--- src/rtl/ipv6ihf_pkg.sv ---
// Types and constants for the IPv6 ingress header filter.
package ipv6ihf_pkg;

  // Fixed header geometry and match values
  localparam int HEADER_BYTES    = 40;
  localparam logic [3:0] IP_VERSION_6 = 4'h6;
  localparam logic [7:0] MCAST_BYTE_0 = 8'hff;
  localparam logic [7:0] MCAST_BYTE_1 = 8'h02;
  localparam logic [1:0] MCAST_BOTH   = 2'b11;
  localparam int FRAME_FIELD_BITS = 17;
  localparam logic [FRAME_FIELD_BITS-1:0] FRAME_FIELD_MAX = 17'h1ffff;

  // Header byte offsets
  localparam int OFS_VERSION   = 0;
  localparam int OFS_FLOW_0    = 1;
  localparam int OFS_FLOW_1    = 2;
  localparam int OFS_FLOW_2    = 3;
  localparam int OFS_LENGTH_0  = 4;
  localparam int OFS_LENGTH_1  = 5;
  localparam int OFS_NEXT_HDR  = 6;
  localparam int OFS_SRC_START = 8;
  localparam int OFS_DST_START = 24;

  // Protocol slots
  localparam int MAX_SLOTS = 4;
  localparam logic [8:0] PROTO_UNUSED = 9'd256;

  // Configuration register map (8-byte stride)
  localparam int ADDR_BITS = 6;
  localparam int DATA_BITS = 64;
  localparam logic [2:0] REG_OWN_HIGH = 3'd0;
  localparam logic [2:0] REG_OWN_LOW  = 3'd1;
  localparam int REG_PROTO_BASE = 2;

  typedef enum logic [2:0] {
    VERDICT_ACCEPT        = 3'd0,
    VERDICT_TOO_SHORT     = 3'd1,
    VERDICT_BAD_VERSION   = 3'd2,
    VERDICT_NOT_FOR_ME    = 3'd3,
    VERDICT_UNKNOWN_PROTO = 3'd4
  } verdict_t;

  typedef struct packed {
    logic [7:0] data_byte;
    logic       last_byte;
  } in_item_t;

  typedef struct packed {
    verdict_t    verdict;
    logic [7:0]  next_protocol;
    logic [15:0] payload_length;
    logic [19:0] flow_id;
    logic [63:0] source_high;
    logic [63:0] source_low;
    logic        to_multicast;
    logic [16:0] frame_length;
  } out_item_t;

  typedef struct packed {
    logic [63:0] high;
    logic [63:0] low;
  } own_addr_t;

  typedef struct packed {
    logic advance;
    logic last;
  } parse_ctl_t;

endpackage

--- src/rtl/ipv6_ingress_header_filter.sv ---
// IPv6 ingress header filter: takes one frame byte per transaction, starting at the IPv6
// header, and on the byte flagged last returns one verdict (accept, too short, bad
// version, not for this node, unknown next header) with the captured flow label,
// payload length clamped to the frame length, next header, source address, ff02
// multicast flag and saturating frame length. A byte is taken every cycle; a last byte
// passes from the input register through the combinational capture-and-verdict logic
// into the output register. Only a last byte facing a stalled, full output register
// holds the input. Configuration is written over APB at 8-byte spacing; the user must
// write it only while no frame is in flight, as the block itself does not enforce this.
module ipv6_ingress_header_filter #(
  parameter int PROTOCOL_SLOTS = 4,
  parameter int LENGTH_BITS    = 17
) (
  input  logic                               clk,
  input  logic                               rst_n,
  input  logic                               in_valid,
  output logic                               in_stall,
  input  ipv6ihf_pkg::in_item_t              in_item,
  output logic                               out_valid,
  input  logic                               out_stall,
  output ipv6ihf_pkg::out_item_t             out_item,
  input  logic                               psel,
  input  logic                               penable,
  input  logic                               pwrite,
  input  logic [ipv6ihf_pkg::ADDR_BITS-1:0]  paddr,
  input  logic [ipv6ihf_pkg::DATA_BITS-1:0]  pwdata,
  output logic [ipv6ihf_pkg::DATA_BITS-1:0]  prdata,
  output logic                               pready
);

  logic                           s1_valid_r, s1_valid_nxt;
  ipv6ihf_pkg::in_item_t          s1_item_r;
  logic                           out_valid_r, out_valid_nxt;
  ipv6ihf_pkg::out_item_t         out_item_r;
  logic                           advance;
  logic                           in_take;
  ipv6ihf_pkg::parse_ctl_t        ctl;
  ipv6ihf_pkg::own_addr_t         own;
  logic [PROTOCOL_SLOTS-1:0][8:0] proto_slots;
  ipv6ihf_pkg::out_item_t         result;

  ipv6ihf_regs #(
    .PROTOCOL_SLOTS(PROTOCOL_SLOTS)
  ) u_regs (
    .clk         (clk),
    .rst_n       (rst_n),
    .psel        (psel),
    .penable     (penable),
    .pwrite      (pwrite),
    .paddr       (paddr),
    .pwdata      (pwdata),
    .prdata      (prdata),
    .pready      (pready),
    .own         (own),
    .proto_slots (proto_slots)
  );

  // A middle byte always moves on; a last byte needs room in the output register
  assign advance  = s1_valid_r &&
                    (!s1_item_r.last_byte || !out_valid_r || !out_stall);
  assign in_stall = s1_valid_r && !advance;
  assign in_take  = in_valid && !in_stall;

  assign ctl.advance = advance;
  assign ctl.last    = s1_item_r.last_byte;

  ipv6ihf_parse #(
    .PROTOCOL_SLOTS(PROTOCOL_SLOTS),
    .LENGTH_BITS   (LENGTH_BITS)
  ) u_parse (
    .clk         (clk),
    .rst_n       (rst_n),
    .ctl         (ctl),
    .data_byte   (s1_item_r.data_byte),
    .own         (own),
    .proto_slots (proto_slots),
    .result      (result)
  );

  // Input register occupancy
  always_comb begin
    s1_valid_nxt = s1_valid_r;
    if (in_take) begin
      s1_valid_nxt = 1'b1;
    end else if (advance) begin
      s1_valid_nxt = 1'b0;
    end
  end

  // Output register occupancy: load on a last byte, drop when taken
  always_comb begin
    out_valid_nxt = out_valid_r;
    if (advance && s1_item_r.last_byte) begin
      out_valid_nxt = 1'b1;
    end else if (!out_stall) begin
      out_valid_nxt = 1'b0;
    end
  end

  always_ff @(posedge clk) begin
    if (!rst_n) begin
      s1_valid_r  <= 1'b0;
      out_valid_r <= 1'b0;
    end else begin
      s1_valid_r  <= s1_valid_nxt;
      out_valid_r <= out_valid_nxt;
    end
  end

  // Payload registers
  always_ff @(posedge clk) begin
    if (in_take) begin
      s1_item_r <= in_item;
    end
    if (advance && s1_item_r.last_byte) begin
      out_item_r <= result;
    end
  end

  assign out_valid = out_valid_r;
  assign out_item  = out_item_r;

endmodule

--- src/rtl/ipv6ihf_regs.sv ---
// APB configuration registers: own address and accepted protocol slots.
module ipv6ihf_regs #(
  parameter int PROTOCOL_SLOTS = 4
) (
  input  logic                                clk,
  input  logic                                rst_n,
  input  logic                                psel,
  input  logic                                penable,
  input  logic                                pwrite,
  input  logic [ipv6ihf_pkg::ADDR_BITS-1:0]   paddr,
  input  logic [ipv6ihf_pkg::DATA_BITS-1:0]   pwdata,
  output logic [ipv6ihf_pkg::DATA_BITS-1:0]   prdata,
  output logic                                pready,
  output ipv6ihf_pkg::own_addr_t              own,
  output logic [PROTOCOL_SLOTS-1:0][8:0]      proto_slots
);

  logic [63:0]                    own_high_r, own_high_nxt;
  logic [63:0]                    own_low_r, own_low_nxt;
  logic [PROTOCOL_SLOTS-1:0][8:0] proto_r, proto_nxt;
  logic                           wr_en;
  logic [2:0]                     reg_idx;

  assign pready  = 1'b1;
  assign wr_en   = psel && penable && pwrite;
  assign reg_idx = paddr[ipv6ihf_pkg::ADDR_BITS-1:3];

  // Decode register writes
  always_comb begin
    own_high_nxt = own_high_r;
    own_low_nxt  = own_low_r;
    proto_nxt    = proto_r;
    if (wr_en) begin
      if (reg_idx == ipv6ihf_pkg::REG_OWN_HIGH) begin
        own_high_nxt = pwdata;
      end
      if (reg_idx == ipv6ihf_pkg::REG_OWN_LOW) begin
        own_low_nxt = pwdata;
      end
      for (int j = 0; j < PROTOCOL_SLOTS; j++) begin
        if (reg_idx == 3'(ipv6ihf_pkg::REG_PROTO_BASE + j)) begin
          proto_nxt[j] = pwdata[8:0];
        end
      end
    end
  end

  always_ff @(posedge clk) begin
    if (!rst_n) begin
      own_high_r <= '0;
      own_low_r  <= '0;
      for (int j = 0; j < PROTOCOL_SLOTS; j++) begin
        proto_r[j] <= ipv6ihf_pkg::PROTO_UNUSED;
      end
    end else begin
      own_high_r <= own_high_nxt;
      own_low_r  <= own_low_nxt;
      proto_r    <= proto_nxt;
    end
  end

  // Read back; slots beyond the built ones read as unused
  always_comb begin
    prdata = '0;
    case (reg_idx)
      ipv6ihf_pkg::REG_OWN_HIGH: prdata = own_high_r;
      ipv6ihf_pkg::REG_OWN_LOW:  prdata = own_low_r;
      default: begin
        for (int j = 0; j < ipv6ihf_pkg::MAX_SLOTS; j++) begin
          if (reg_idx == 3'(ipv6ihf_pkg::REG_PROTO_BASE + j)) begin
            prdata = 64'(ipv6ihf_pkg::PROTO_UNUSED);
          end
        end
        for (int j = 0; j < PROTOCOL_SLOTS; j++) begin
          if (reg_idx == 3'(ipv6ihf_pkg::REG_PROTO_BASE + j)) begin
            prdata = 64'(proto_r[j]);
          end
        end
      end
    endcase
  end

  assign own.high    = own_high_r;
  assign own.low     = own_low_r;
  assign proto_slots = proto_r;

endmodule

--- src/rtl/ipv6ihf_parse.sv ---
// Per-frame header capture, destination match and verdict logic.
module ipv6ihf_parse #(
  parameter int PROTOCOL_SLOTS = 4,
  parameter int LENGTH_BITS    = 17
) (
  input  logic                           clk,
  input  logic                           rst_n,
  input  ipv6ihf_pkg::parse_ctl_t        ctl,
  input  logic [7:0]                     data_byte,
  input  ipv6ihf_pkg::own_addr_t         own,
  input  logic [PROTOCOL_SLOTS-1:0][8:0] proto_slots,
  output ipv6ihf_pkg::out_item_t         result
);

  localparam int LW = (LENGTH_BITS > ipv6ihf_pkg::FRAME_FIELD_BITS) ?
                      LENGTH_BITS : ipv6ihf_pkg::FRAME_FIELD_BITS;

  logic [LENGTH_BITS-1:0] pos_r, pos_nxt;
  logic [3:0]             version_r, version_nxt;
  logic [19:0]            flow_r, flow_nxt;
  logic [15:0]            length_r, length_nxt;
  logic [7:0]             proto_r, proto_nxt;
  logic [63:0]            src_hi_r, src_hi_nxt;
  logic [63:0]            src_lo_r, src_lo_nxt;
  logic                   mismatch_r, mismatch_nxt;
  logic [1:0]             mcast_r, mcast_nxt;

  // Values after the current byte is captured
  logic [LENGTH_BITS-1:0] cnt_inc;
  logic [3:0]             cap_version;
  logic [19:0]            cap_flow;
  logic [15:0]            cap_length;
  logic [7:0]             cap_proto;
  logic [63:0]            cap_src_hi;
  logic [63:0]            cap_src_lo;
  logic                   cap_mismatch;
  logic [1:0]             cap_mcast;

  logic                   in_src;
  logic                   in_dst;
  logic [2:0]             lane;
  logic [63:0]            own_sel;
  logic [7:0]             own_byte;

  logic                   too_short;
  logic                   multi;
  logic                   found;
  logic [15:0]            plen;
  logic [LW-1:0]          flen_w;

  assign in_src  = (pos_r >= LENGTH_BITS'(ipv6ihf_pkg::OFS_SRC_START)) &&
                   (pos_r <  LENGTH_BITS'(ipv6ihf_pkg::OFS_DST_START));
  assign in_dst  = (pos_r >= LENGTH_BITS'(ipv6ihf_pkg::OFS_DST_START)) &&
                   (pos_r <  LENGTH_BITS'(ipv6ihf_pkg::HEADER_BYTES));
  // Byte lane counted from the least significant end of a 64-bit half
  assign lane     = 3'd7 - pos_r[2:0];
  // Offsets 24..31 hold the upper half of the destination
  assign own_sel  = pos_r[3] ? own.high : own.low;
  assign own_byte = own_sel[{lane, 3'b000} +: 8];

  // Capture the current byte into its header field
  always_comb begin
    cap_version  = version_r;
    cap_flow     = flow_r;
    cap_length   = length_r;
    cap_proto    = proto_r;
    cap_src_hi   = src_hi_r;
    cap_src_lo   = src_lo_r;
    cap_mismatch = mismatch_r;
    cap_mcast    = mcast_r;
    if (pos_r == LENGTH_BITS'(ipv6ihf_pkg::OFS_VERSION)) begin
      cap_version = data_byte[7:4];
    end
    if (pos_r == LENGTH_BITS'(ipv6ihf_pkg::OFS_FLOW_0)) begin
      cap_flow[19:16] = data_byte[3:0];
    end
    if (pos_r == LENGTH_BITS'(ipv6ihf_pkg::OFS_FLOW_1)) begin
      cap_flow[15:8] = data_byte;
    end
    if (pos_r == LENGTH_BITS'(ipv6ihf_pkg::OFS_FLOW_2)) begin
      cap_flow[7:0] = data_byte;
    end
    if (pos_r == LENGTH_BITS'(ipv6ihf_pkg::OFS_LENGTH_0)) begin
      cap_length[15:8] = data_byte;
    end
    if (pos_r == LENGTH_BITS'(ipv6ihf_pkg::OFS_LENGTH_1)) begin
      cap_length[7:0] = data_byte;
    end
    if (pos_r == LENGTH_BITS'(ipv6ihf_pkg::OFS_NEXT_HDR)) begin
      cap_proto = data_byte;
    end
    if (in_src) begin
      for (int j = 0; j < 8; j++) begin
        if (lane == 3'(j)) begin
          if (pos_r[4]) begin
            cap_src_lo[8*j +: 8] = data_byte;
          end else begin
            cap_src_hi[8*j +: 8] = data_byte;
          end
        end
      end
    end
    if (in_dst) begin
      if (own_byte != data_byte) begin
        cap_mismatch = 1'b1;
      end
      if (pos_r == LENGTH_BITS'(ipv6ihf_pkg::OFS_DST_START) &&
          data_byte == ipv6ihf_pkg::MCAST_BYTE_0) begin
        cap_mcast[0] = 1'b1;
      end
      if (pos_r == LENGTH_BITS'(ipv6ihf_pkg::OFS_DST_START + 1) &&
          data_byte == ipv6ihf_pkg::MCAST_BYTE_1) begin
        cap_mcast[1] = 1'b1;
      end
    end
  end

  // Saturating byte count including the current byte
  assign cnt_inc = (pos_r != '1) ? pos_r + 1'b1 : pos_r;

  // Advance per-frame state; clear it after the last byte
  always_comb begin
    pos_nxt      = pos_r;
    version_nxt  = version_r;
    flow_nxt     = flow_r;
    length_nxt   = length_r;
    proto_nxt    = proto_r;
    src_hi_nxt   = src_hi_r;
    src_lo_nxt   = src_lo_r;
    mismatch_nxt = mismatch_r;
    mcast_nxt    = mcast_r;
    if (ctl.advance) begin
      if (ctl.last) begin
        pos_nxt      = '0;
        version_nxt  = '0;
        flow_nxt     = '0;
        length_nxt   = '0;
        proto_nxt    = '0;
        src_hi_nxt   = '0;
        src_lo_nxt   = '0;
        mismatch_nxt = 1'b0;
        mcast_nxt    = '0;
      end else begin
        pos_nxt      = cnt_inc;
        version_nxt  = cap_version;
        flow_nxt     = cap_flow;
        length_nxt   = cap_length;
        proto_nxt    = cap_proto;
        src_hi_nxt   = cap_src_hi;
        src_lo_nxt   = cap_src_lo;
        mismatch_nxt = cap_mismatch;
        mcast_nxt    = cap_mcast;
      end
    end
  end

  always_ff @(posedge clk) begin
    if (!rst_n) begin
      pos_r      <= '0;
      version_r  <= '0;
      flow_r     <= '0;
      length_r   <= '0;
      proto_r    <= '0;
      src_hi_r   <= '0;
      src_lo_r   <= '0;
      mismatch_r <= 1'b0;
      mcast_r    <= '0;
    end else begin
      pos_r      <= pos_nxt;
      version_r  <= version_nxt;
      flow_r     <= flow_nxt;
      length_r   <= length_nxt;
      proto_r    <= proto_nxt;
      src_hi_r   <= src_hi_nxt;
      src_lo_r   <= src_lo_nxt;
      mismatch_r <= mismatch_nxt;
      mcast_r    <= mcast_nxt;
    end
  end

  // Verdict inputs
  assign too_short = cnt_inc < LENGTH_BITS'(ipv6ihf_pkg::HEADER_BYTES);
  assign multi     = (cap_mcast == ipv6ihf_pkg::MCAST_BOTH);
  assign plen      = (LENGTH_BITS'(cap_length) > cnt_inc) ? cnt_inc[15:0] : cap_length;
  assign flen_w    = LW'(cnt_inc);

  always_comb begin
    found = 1'b0;
    for (int j = 0; j < PROTOCOL_SLOTS; j++) begin
      if (proto_slots[j] == {1'b0, cap_proto}) begin
        found = 1'b1;
      end
    end
  end

  // Build the result item for a last byte
  always_comb begin
    result = '0;
    if (flen_w > LW'(ipv6ihf_pkg::FRAME_FIELD_MAX)) begin
      result.frame_length = ipv6ihf_pkg::FRAME_FIELD_MAX;
    end else begin
      result.frame_length = flen_w[ipv6ihf_pkg::FRAME_FIELD_BITS-1:0];
    end
    if (too_short) begin
      result.verdict = ipv6ihf_pkg::VERDICT_TOO_SHORT;
    end else begin
      if (cap_version != ipv6ihf_pkg::IP_VERSION_6) begin
        result.verdict = ipv6ihf_pkg::VERDICT_BAD_VERSION;
      end else if (cap_mismatch && !multi) begin
        result.verdict = ipv6ihf_pkg::VERDICT_NOT_FOR_ME;
      end else if (!found) begin
        result.verdict = ipv6ihf_pkg::VERDICT_UNKNOWN_PROTO;
      end else begin
        result.verdict = ipv6ihf_pkg::VERDICT_ACCEPT;
      end
      result.next_protocol  = cap_proto;
      result.payload_length = plen;
      result.flow_id        = cap_flow;
      result.source_high    = cap_src_hi;
      result.source_low     = cap_src_lo;
      result.to_multicast   = multi;
    end
  end

endmodule

--- config.mk ---
export PLATFORM = sky130hd
export DESIGN_NAME = ipv6_ingress_header_filter
export DESIGN_NICKNAME = d
export VERILOG_FILES = /design/src/rtl/ipv6ihf_pkg.sv /design/src/rtl/ipv6_ingress_header_filter.sv /design/src/rtl/ipv6ihf_regs.sv /design/src/rtl/ipv6ihf_parse.sv
export SDC_FILE = /design/constraint.sdc
export NUM_CORES = 1
export LEC_CHECK = 0
export BUFFER_PORTS_ARGS = -buffer_cell sky130_fd_sc_hd__buf_4
export CORE_MARGIN = 2
export CORE_UTILIZATION = 53
export DETAILED_ROUTE_END_ITERATION = 16
export GPL_ROUTABILITY_DRIVEN = 0
export GPL_TIMING_DRIVEN = 0
export PLACE_DENSITY_LB_ADDON = 0.12
export SLEW_MARGIN = 15
export SYNTH_ARGS = -nofsm -noshare
export SYNTH_HDL_FRONTEND = slang
export SYNTH_SLANG_ARGS = --single-unit
--- constraint.sdc ---
create_clock -name clk -period 5.6 [get_ports clk]
set_input_delay 0.28 -clock clk [delete_from_list [all_inputs] [get_ports clk]]
set_output_delay 0.28 -clock clk [all_outputs]
set_load 0.02 [all_outputs]
; Word level (Yosys, flattened, before mapping)
; Cells that the tools add are included.
[word_totals]
register_bits = 564
inputBits = 86
word_cells = 173
[classes]
add_sub_neg = 2
order_cmp = 7
n_eq_ne = 31
shift = 1
mux = 74
reduce_logical = 30
[op_table]
columns = op, n
row1 = $mux W64, 5
row2 = $mux W8, 38
row3 = $pmux W64 S2, 1
row4 = $shiftx A64 B7 Y8, 1
row5 = $eq A17 B3 Y1 const B, 3
row6 = $eq A9 B8 Y1, 4
row7 = $mux W9, 4
row8 = $eq A17 B2 Y1 const B, 2
row9 = $eq A17 B5 Y1 const B, 2
row10 = $lt A17 B6 Y1 const B, 2
row11 = $mux W17, 2
row12 = $mux W16, 2
row13 = $mux W20, 1
row14 = $eq A3 B3 Y1 const B, 6
row15 = $add A17 B1 Y17 const B, 1
row16 = $eq A17 B1 Y1 const B, 1
row17 = $ge A17 B4 Y1 const B, 1
row18 = $ge A17 B5 Y1 const B, 1
row19 = $gt A16 B17 Y1, 1
row20 = $gt A17 B17 Y1 const B, 1
row21 = $logic_not A17 Y1, 1
row22 = $lt A17 B5 Y1 const B, 1
row23 = $ne A17 B17 Y1 const B, 1
row24 = $mux W1, 13
row25 = 19 further kinds, 50

; Depth between registers and ports, before layout
[logic_depth]
word_depth = 10
depth_mapped = 19

; Hierarchy
; A second synthesis with hierarchy kept.
[unflattened]
cells_unflattened = 2632
hier_area_um2 = 26367.8
[modules_own_cells]
columns = module, instances, cells_per_inst, area_per_inst_um2, seq_area_each_um2
row1 = ipv6ihf_parse, 1, 1697, 13201.4, 3923.8
row2 = ipv6ihf_regs, 1, 722, 7005.5, 3283.1
row3 = ipv6_ingress_header_filter, 1, 213, 6160.9, 6105.9

; Least setup slack after synthesis
; Ideal clock, no wire load.
[synth_path]
path_kind = register to register
from = register s1_item_r (netlist bit ctl[0])
to = register out_item_r (netlist bit out_item[0]) (enable)
t_arrival_ps = 5012
required_ps = 5055
slack_ps = 44
stages_incl_launch_ff = 7
period_less_slack_ps = 5556
path_cell_list = edfxtp_1 nand3_1 and2_1 clkbuf_1 clkbuf_1 nand2_1 inv_1
[synth_via]
elab_chain_cells = 5
[synth_lines]
columns = element, line
row1 = from (decl), ipv6_ingress_header_filter.sv:32  ; ipv6ihf_pkg::in_item_t s1_item_r;
row2 = from (signal assigned), ipv6_ingress_header_filter.sv:113  ; s1_item_r <= in_item;
row3 = $logic_not A1 Y1, ipv6_ingress_header_filter.sv:60  ; (!s1_item_r.last_byte || !out_valid_r || !out_stall);
row4 = $logic_or A1 B1 Y1 (2 in series), ipv6_ingress_header_filter.sv:60
row5 = $logic_and A1 B1 Y1, ipv6_ingress_header_filter.sv:59  ; assign advance = s1_valid_r &&
row6 = $logic_and A1 B1 Y1 *, ipv6_ingress_header_filter.sv:115  ; if (advance && s1_item_r.last_byte) begin
row7 = to (signal assigned), ipv6_ingress_header_filter.sv:116  ; out_item_r <= result;
row8 = to (decl), ipv6_ingress_header_filter.sv:34  ; ipv6ihf_pkg::out_item_t out_item_r;
; Every way passes the cells marked *; elsewhere a longest branch is shown, timed or not.
; A chain may end at the register's enable or synchronous reset.

; Worst setup path after layout
[layout_path]
from = register u_parse.pos_r[0]
to = register out_item_r (netlist bit out_item[180]) (data pin)
[layout_via]
elab_chain_cells = 4
[layout_lines]
columns = element, line
row1 = from (decl), ipv6ihf_parse.sv:18  ; logic [LENGTH_BITS-1:0] pos_r, pos_nxt;
row2 = from (signal assigned), ipv6ihf_parse.sv:169  ; pos_r <= pos_nxt;
row3 = $add A17 B1 Y17 (tied with other cells), ipv6ihf_parse.sv:119  ; assign cnt_inc = (pos_r != '1) ? pos_r + 1'b1 : pos_r;
row4 = $mux W17 (tied with other cells), ipv6ihf_parse.sv:119
row5 = $gt A16 B17 Y1, ipv6ihf_parse.sv:184  ; assign plen = (LENGTH_BITS'(cap_length) > cnt_inc) ? cnt_inc[15:0] : cap_length;
row6 = $mux W16, ipv6ihf_parse.sv:184
; Parallel ways exist; a longest one is shown, timed or not.

==> impl_metrics.ini <==
[status]
outcome = completed

[synth]
synth_compound_area_share_pct = 17.2
synthArstFlopShare_pct = 0
synth_top_family_by_area = simple AND/OR/NAND/NOR gates
yosysSeqAreaShare_pct = 49.9
synth_edf_count = 202
synth_seq_cells = 564
syn_area_um2 = 26700
synthMuxAreaShare_pct = 8.06
syn_area_per_cell_um2 = 9.74
synthCells = 2736
synth_nets = 2842
synth_xor_area_share_pct = 1.94
ys_warn_count = 0
synth-simple-area-share_pct = 17.9
synth_ff_type = dfxtp_1
synthAdderAreaFrac_pct = 0.939
yosysUniqueCellTypes = 74

[critical_path]
rr_startpoint = u_parse.pos_r[0]$_SDFFE_PN0P_
cp_top_family = buffers and inverters
cp_max_fo = 10
endpoint = out_item[180]$_SDFFCE_PP0P_
critPathBufInv = 7
reg2regPathDepth = 17
path_class = reg -> reg
rrSetupSlack_ps = 170
startpoint = u_parse.pos_r[0]$_SDFFE_PN0P_
slowest_delay_ps = 440
crit_required_ps = 6050
reg2reg_to = out_item[180]$_SDFFCE_PP0P_
cp.depth = 17
path_cells = clkbuf_2 -> buf_4 -> buf_4 -> clkinvlp_4 -> ha_1 -> clkbuf_1 -> and3_1 -> clkbuf_1 -> mux2_2 -> ha_1 -> and4_1 -> nand4_1 -> a2111o_1 -> nor3_2 -> a21o_1 -> buf_6 -> mux2i_1
arrival_ps = 5880
critPathSlowestCell = a2111o_1
cp-start-kind = flip-flop
end_kind = flip-flop

[floorplanning]
rows = 82
initial_core_util_pct = 53.5
io_pins = 346
fp.dieW_um = 228
core_area_um2 = 49900
die_h_um = 228
die_area_um2 = 52100

[power_and_ir_drop]
ir_drop_v = 0.000279
p_per_area_nw_per_um2 = 286
leakage_uw = 0.0117

[detailed_routing]
drt_wl_total_um = 91100
drtIter0Drc = 3168
antenna_left = 0
routedWlPerCell_um = 23.2
firstDrtPassIters = 9
via_per_inst = 6.06
num_vias = 23800
route.detailed.drc = 0

[clocking]
cts_root_buffer = clkbuf_16
post_cts_buffers = 0
numCtsBuffers = 58
htree_levels = 2
clock_latency_ps = 650
clockBufferDepth = 3
cts_tree = done
clock_sinks = 564
clkTransAtPathRegs_ps = 60

[place]
io_buffers = 340
hpwlAfterDp_um = 64300
place_area_um2 = 30100
place_ws_ps = 118

[global_routing]
antenna_found_initial = 2
grt_pass1_vias = 22800
gr-usage-all-layers_pct = 33.7
grt.overflow.total = 0
grt_pass1_wl_um = 135000
grt_max_degree = 102

[sta]
max_slew_margin_pct = 17.9
clock.fmax_mhz = 184
tns_ps = 0
skew_ps = 18.9
finalWorstSetupSlack_ps = 174
hold_viol = 0
setup_viol = 0
timing.final.crit_share_pct = 96.9
fin_crit_ps = 5430
rsz0062_at_grt = no
drv_slew = 0
max_slew.worst_pin.slew_ps = 1220

[final_layout]
nets = 3318
regArea_um2 = 13300
final_common_cell = nand2_1
syn2layout_area_growth_pct = 24.4
fill_cells = 4032
drive_gt1_share_pct = 17.0
fin_util_pct = 66.5
multi_input_area_um2 = 12300
mostFrequentLayoutCells = nand2_1 (455), dfxtp_1 (362), buf_4 (344)
final_cell_area_um2 = 33200

[job]
maxCapViolCount = 0

[min_path]
hold_class = in -> reg
-- state kept, by name, indices dropped and copies added, names as in the netlist, 16 cells and up --
name,flops
out_item,193
u_parse.flow_r,20
u_parse.length_r,16
u_parse.pos_r,17
u_parse.src_hi_r,64
u_parse.src_lo_r,64
u_regs.own_high_r,64
u_regs.own_low_r,64
u_regs.proto_slots,36
-- per-stage QoR --
step,std cells,hold slack [ps],total power [uW]
2_1_floorplan,2736,379,4640
3_3_place_gp,3748,430,4880
3_5_place_dp,3749,460,4880
4_1_cts,3934,359,9490
5_1_grt,3936,381,9690
6_report,3936,383,9480
-- synthesized netlist by cell type (all sizes together) (15+ instances only) --
library cell  count  area, um2
nor2b           221       1380
and2             22        138
nor3             27        140
a21boi          133        998
nor2            157        614
dfxtp           362       7250
a21oi           135        676
buf              61        303
o22ai            18        113
mux2i           137       1370
edfxtp          202       6070
ha               20        250
inv              39        146
nand2           455       1710
xor2             22        193
xnor2            37        324
o21ai            35        175
a22oi           181       1360
a21o             15        113
mux4             28        631
nand3            41        215
nand4            18        113
a22o             58        508
clkbuf          157        591
-- worst min-delay path by stage --
| stage | to | slack, ps | start | cells after the start |
|---|---|---|---|---|
| CTS | s1_item_r[7]$_DFFE_PP_ | 360 | in_item[7] | 2 |
| global route | s1_item_r[8]$_DFFE_PP_ | 380 | in_item[8] | 2 |
| finish | s1_item_r[7]$_DFFE_PP_ | 380 | in_item[7] | 2 |
| detailed placement | s1_item_r[6]$_DFFE_PP_ | 460 | in_item[6] | 1 |
| floorplan | ctl[0]$_DFFE_PP_ | 380 | in_item[0] | 0 |
| global placement | u_parse.mismatch_r$_SDFFE_PN0P_ | 430 | u_parse.mismatch_r$_SDFFE_PN0P_ | 2 |
-- where the power goes --
| group | switching (uW) | internal [uW] |
|---|---|---|
| registers | 23.0 | 4270 |
| logic | 361 | 198 |
| clock network | 1720 | 2920 |
| total | 2100 | 7380 |
-- cell families after synthesis --
| logic type | Yosys count |
|---|---|
| AO/OA/AOI/OAI | 652 |
| XOR/XNOR | 59 |
| adder cells (fa/ha/maj) | 20 |
| buffers and inverters | 262 |
| flip-flops | 564 |
| multiplexers | 178 |
| other | 1 |
| AND/OR/NAND/NOR | 1000 |
-- layout make-up --
| class | count | area share (%) |
|---|---|---|
| clock inverter | 38 | 2.17 |
| multi-input combinational | 1910 | 37.0 |
| antenna | 2 | 0.0151 |
| tap | 672 | 2.53 |
| inverter | 44 | 0.532 |
| buffer | 218 | 2.70 |
| timing repair buffer | 416 | 10.0 |
| clock buffer | 72 | 4.84 |
| sequential | 564 | 40.1 |
-- repair_timing --
| item | CTS | global route |
|---|---|---|
| hold buffers | 75 | 0 |
| endpoints found under the hold margin | 151 | 0 |
| gates resized for setup | 0 | 1 |
| setup endpoints to repair | 0 | 16 |
-- worst reg2reg max path, delay by kind of cell (launching register included) --
family          cells  cell delay [ps]
buf+inv             7             1980
simple gates        4              900
fa+ha+maj           2              680
mux                 2              670
compound gates      2              670
flops               1              360
-- metal layers --
layer  global-route usage, %  up-vias  routed length, um
met2                    54.8     1448              42400
met5                       0        -                  0
met4                    17.7        0               5060
li1                        -    10700                  -
met1                    42.5    11400              34900
met3                    6.96      321               8830
Power figures use the tool's default switching activity.
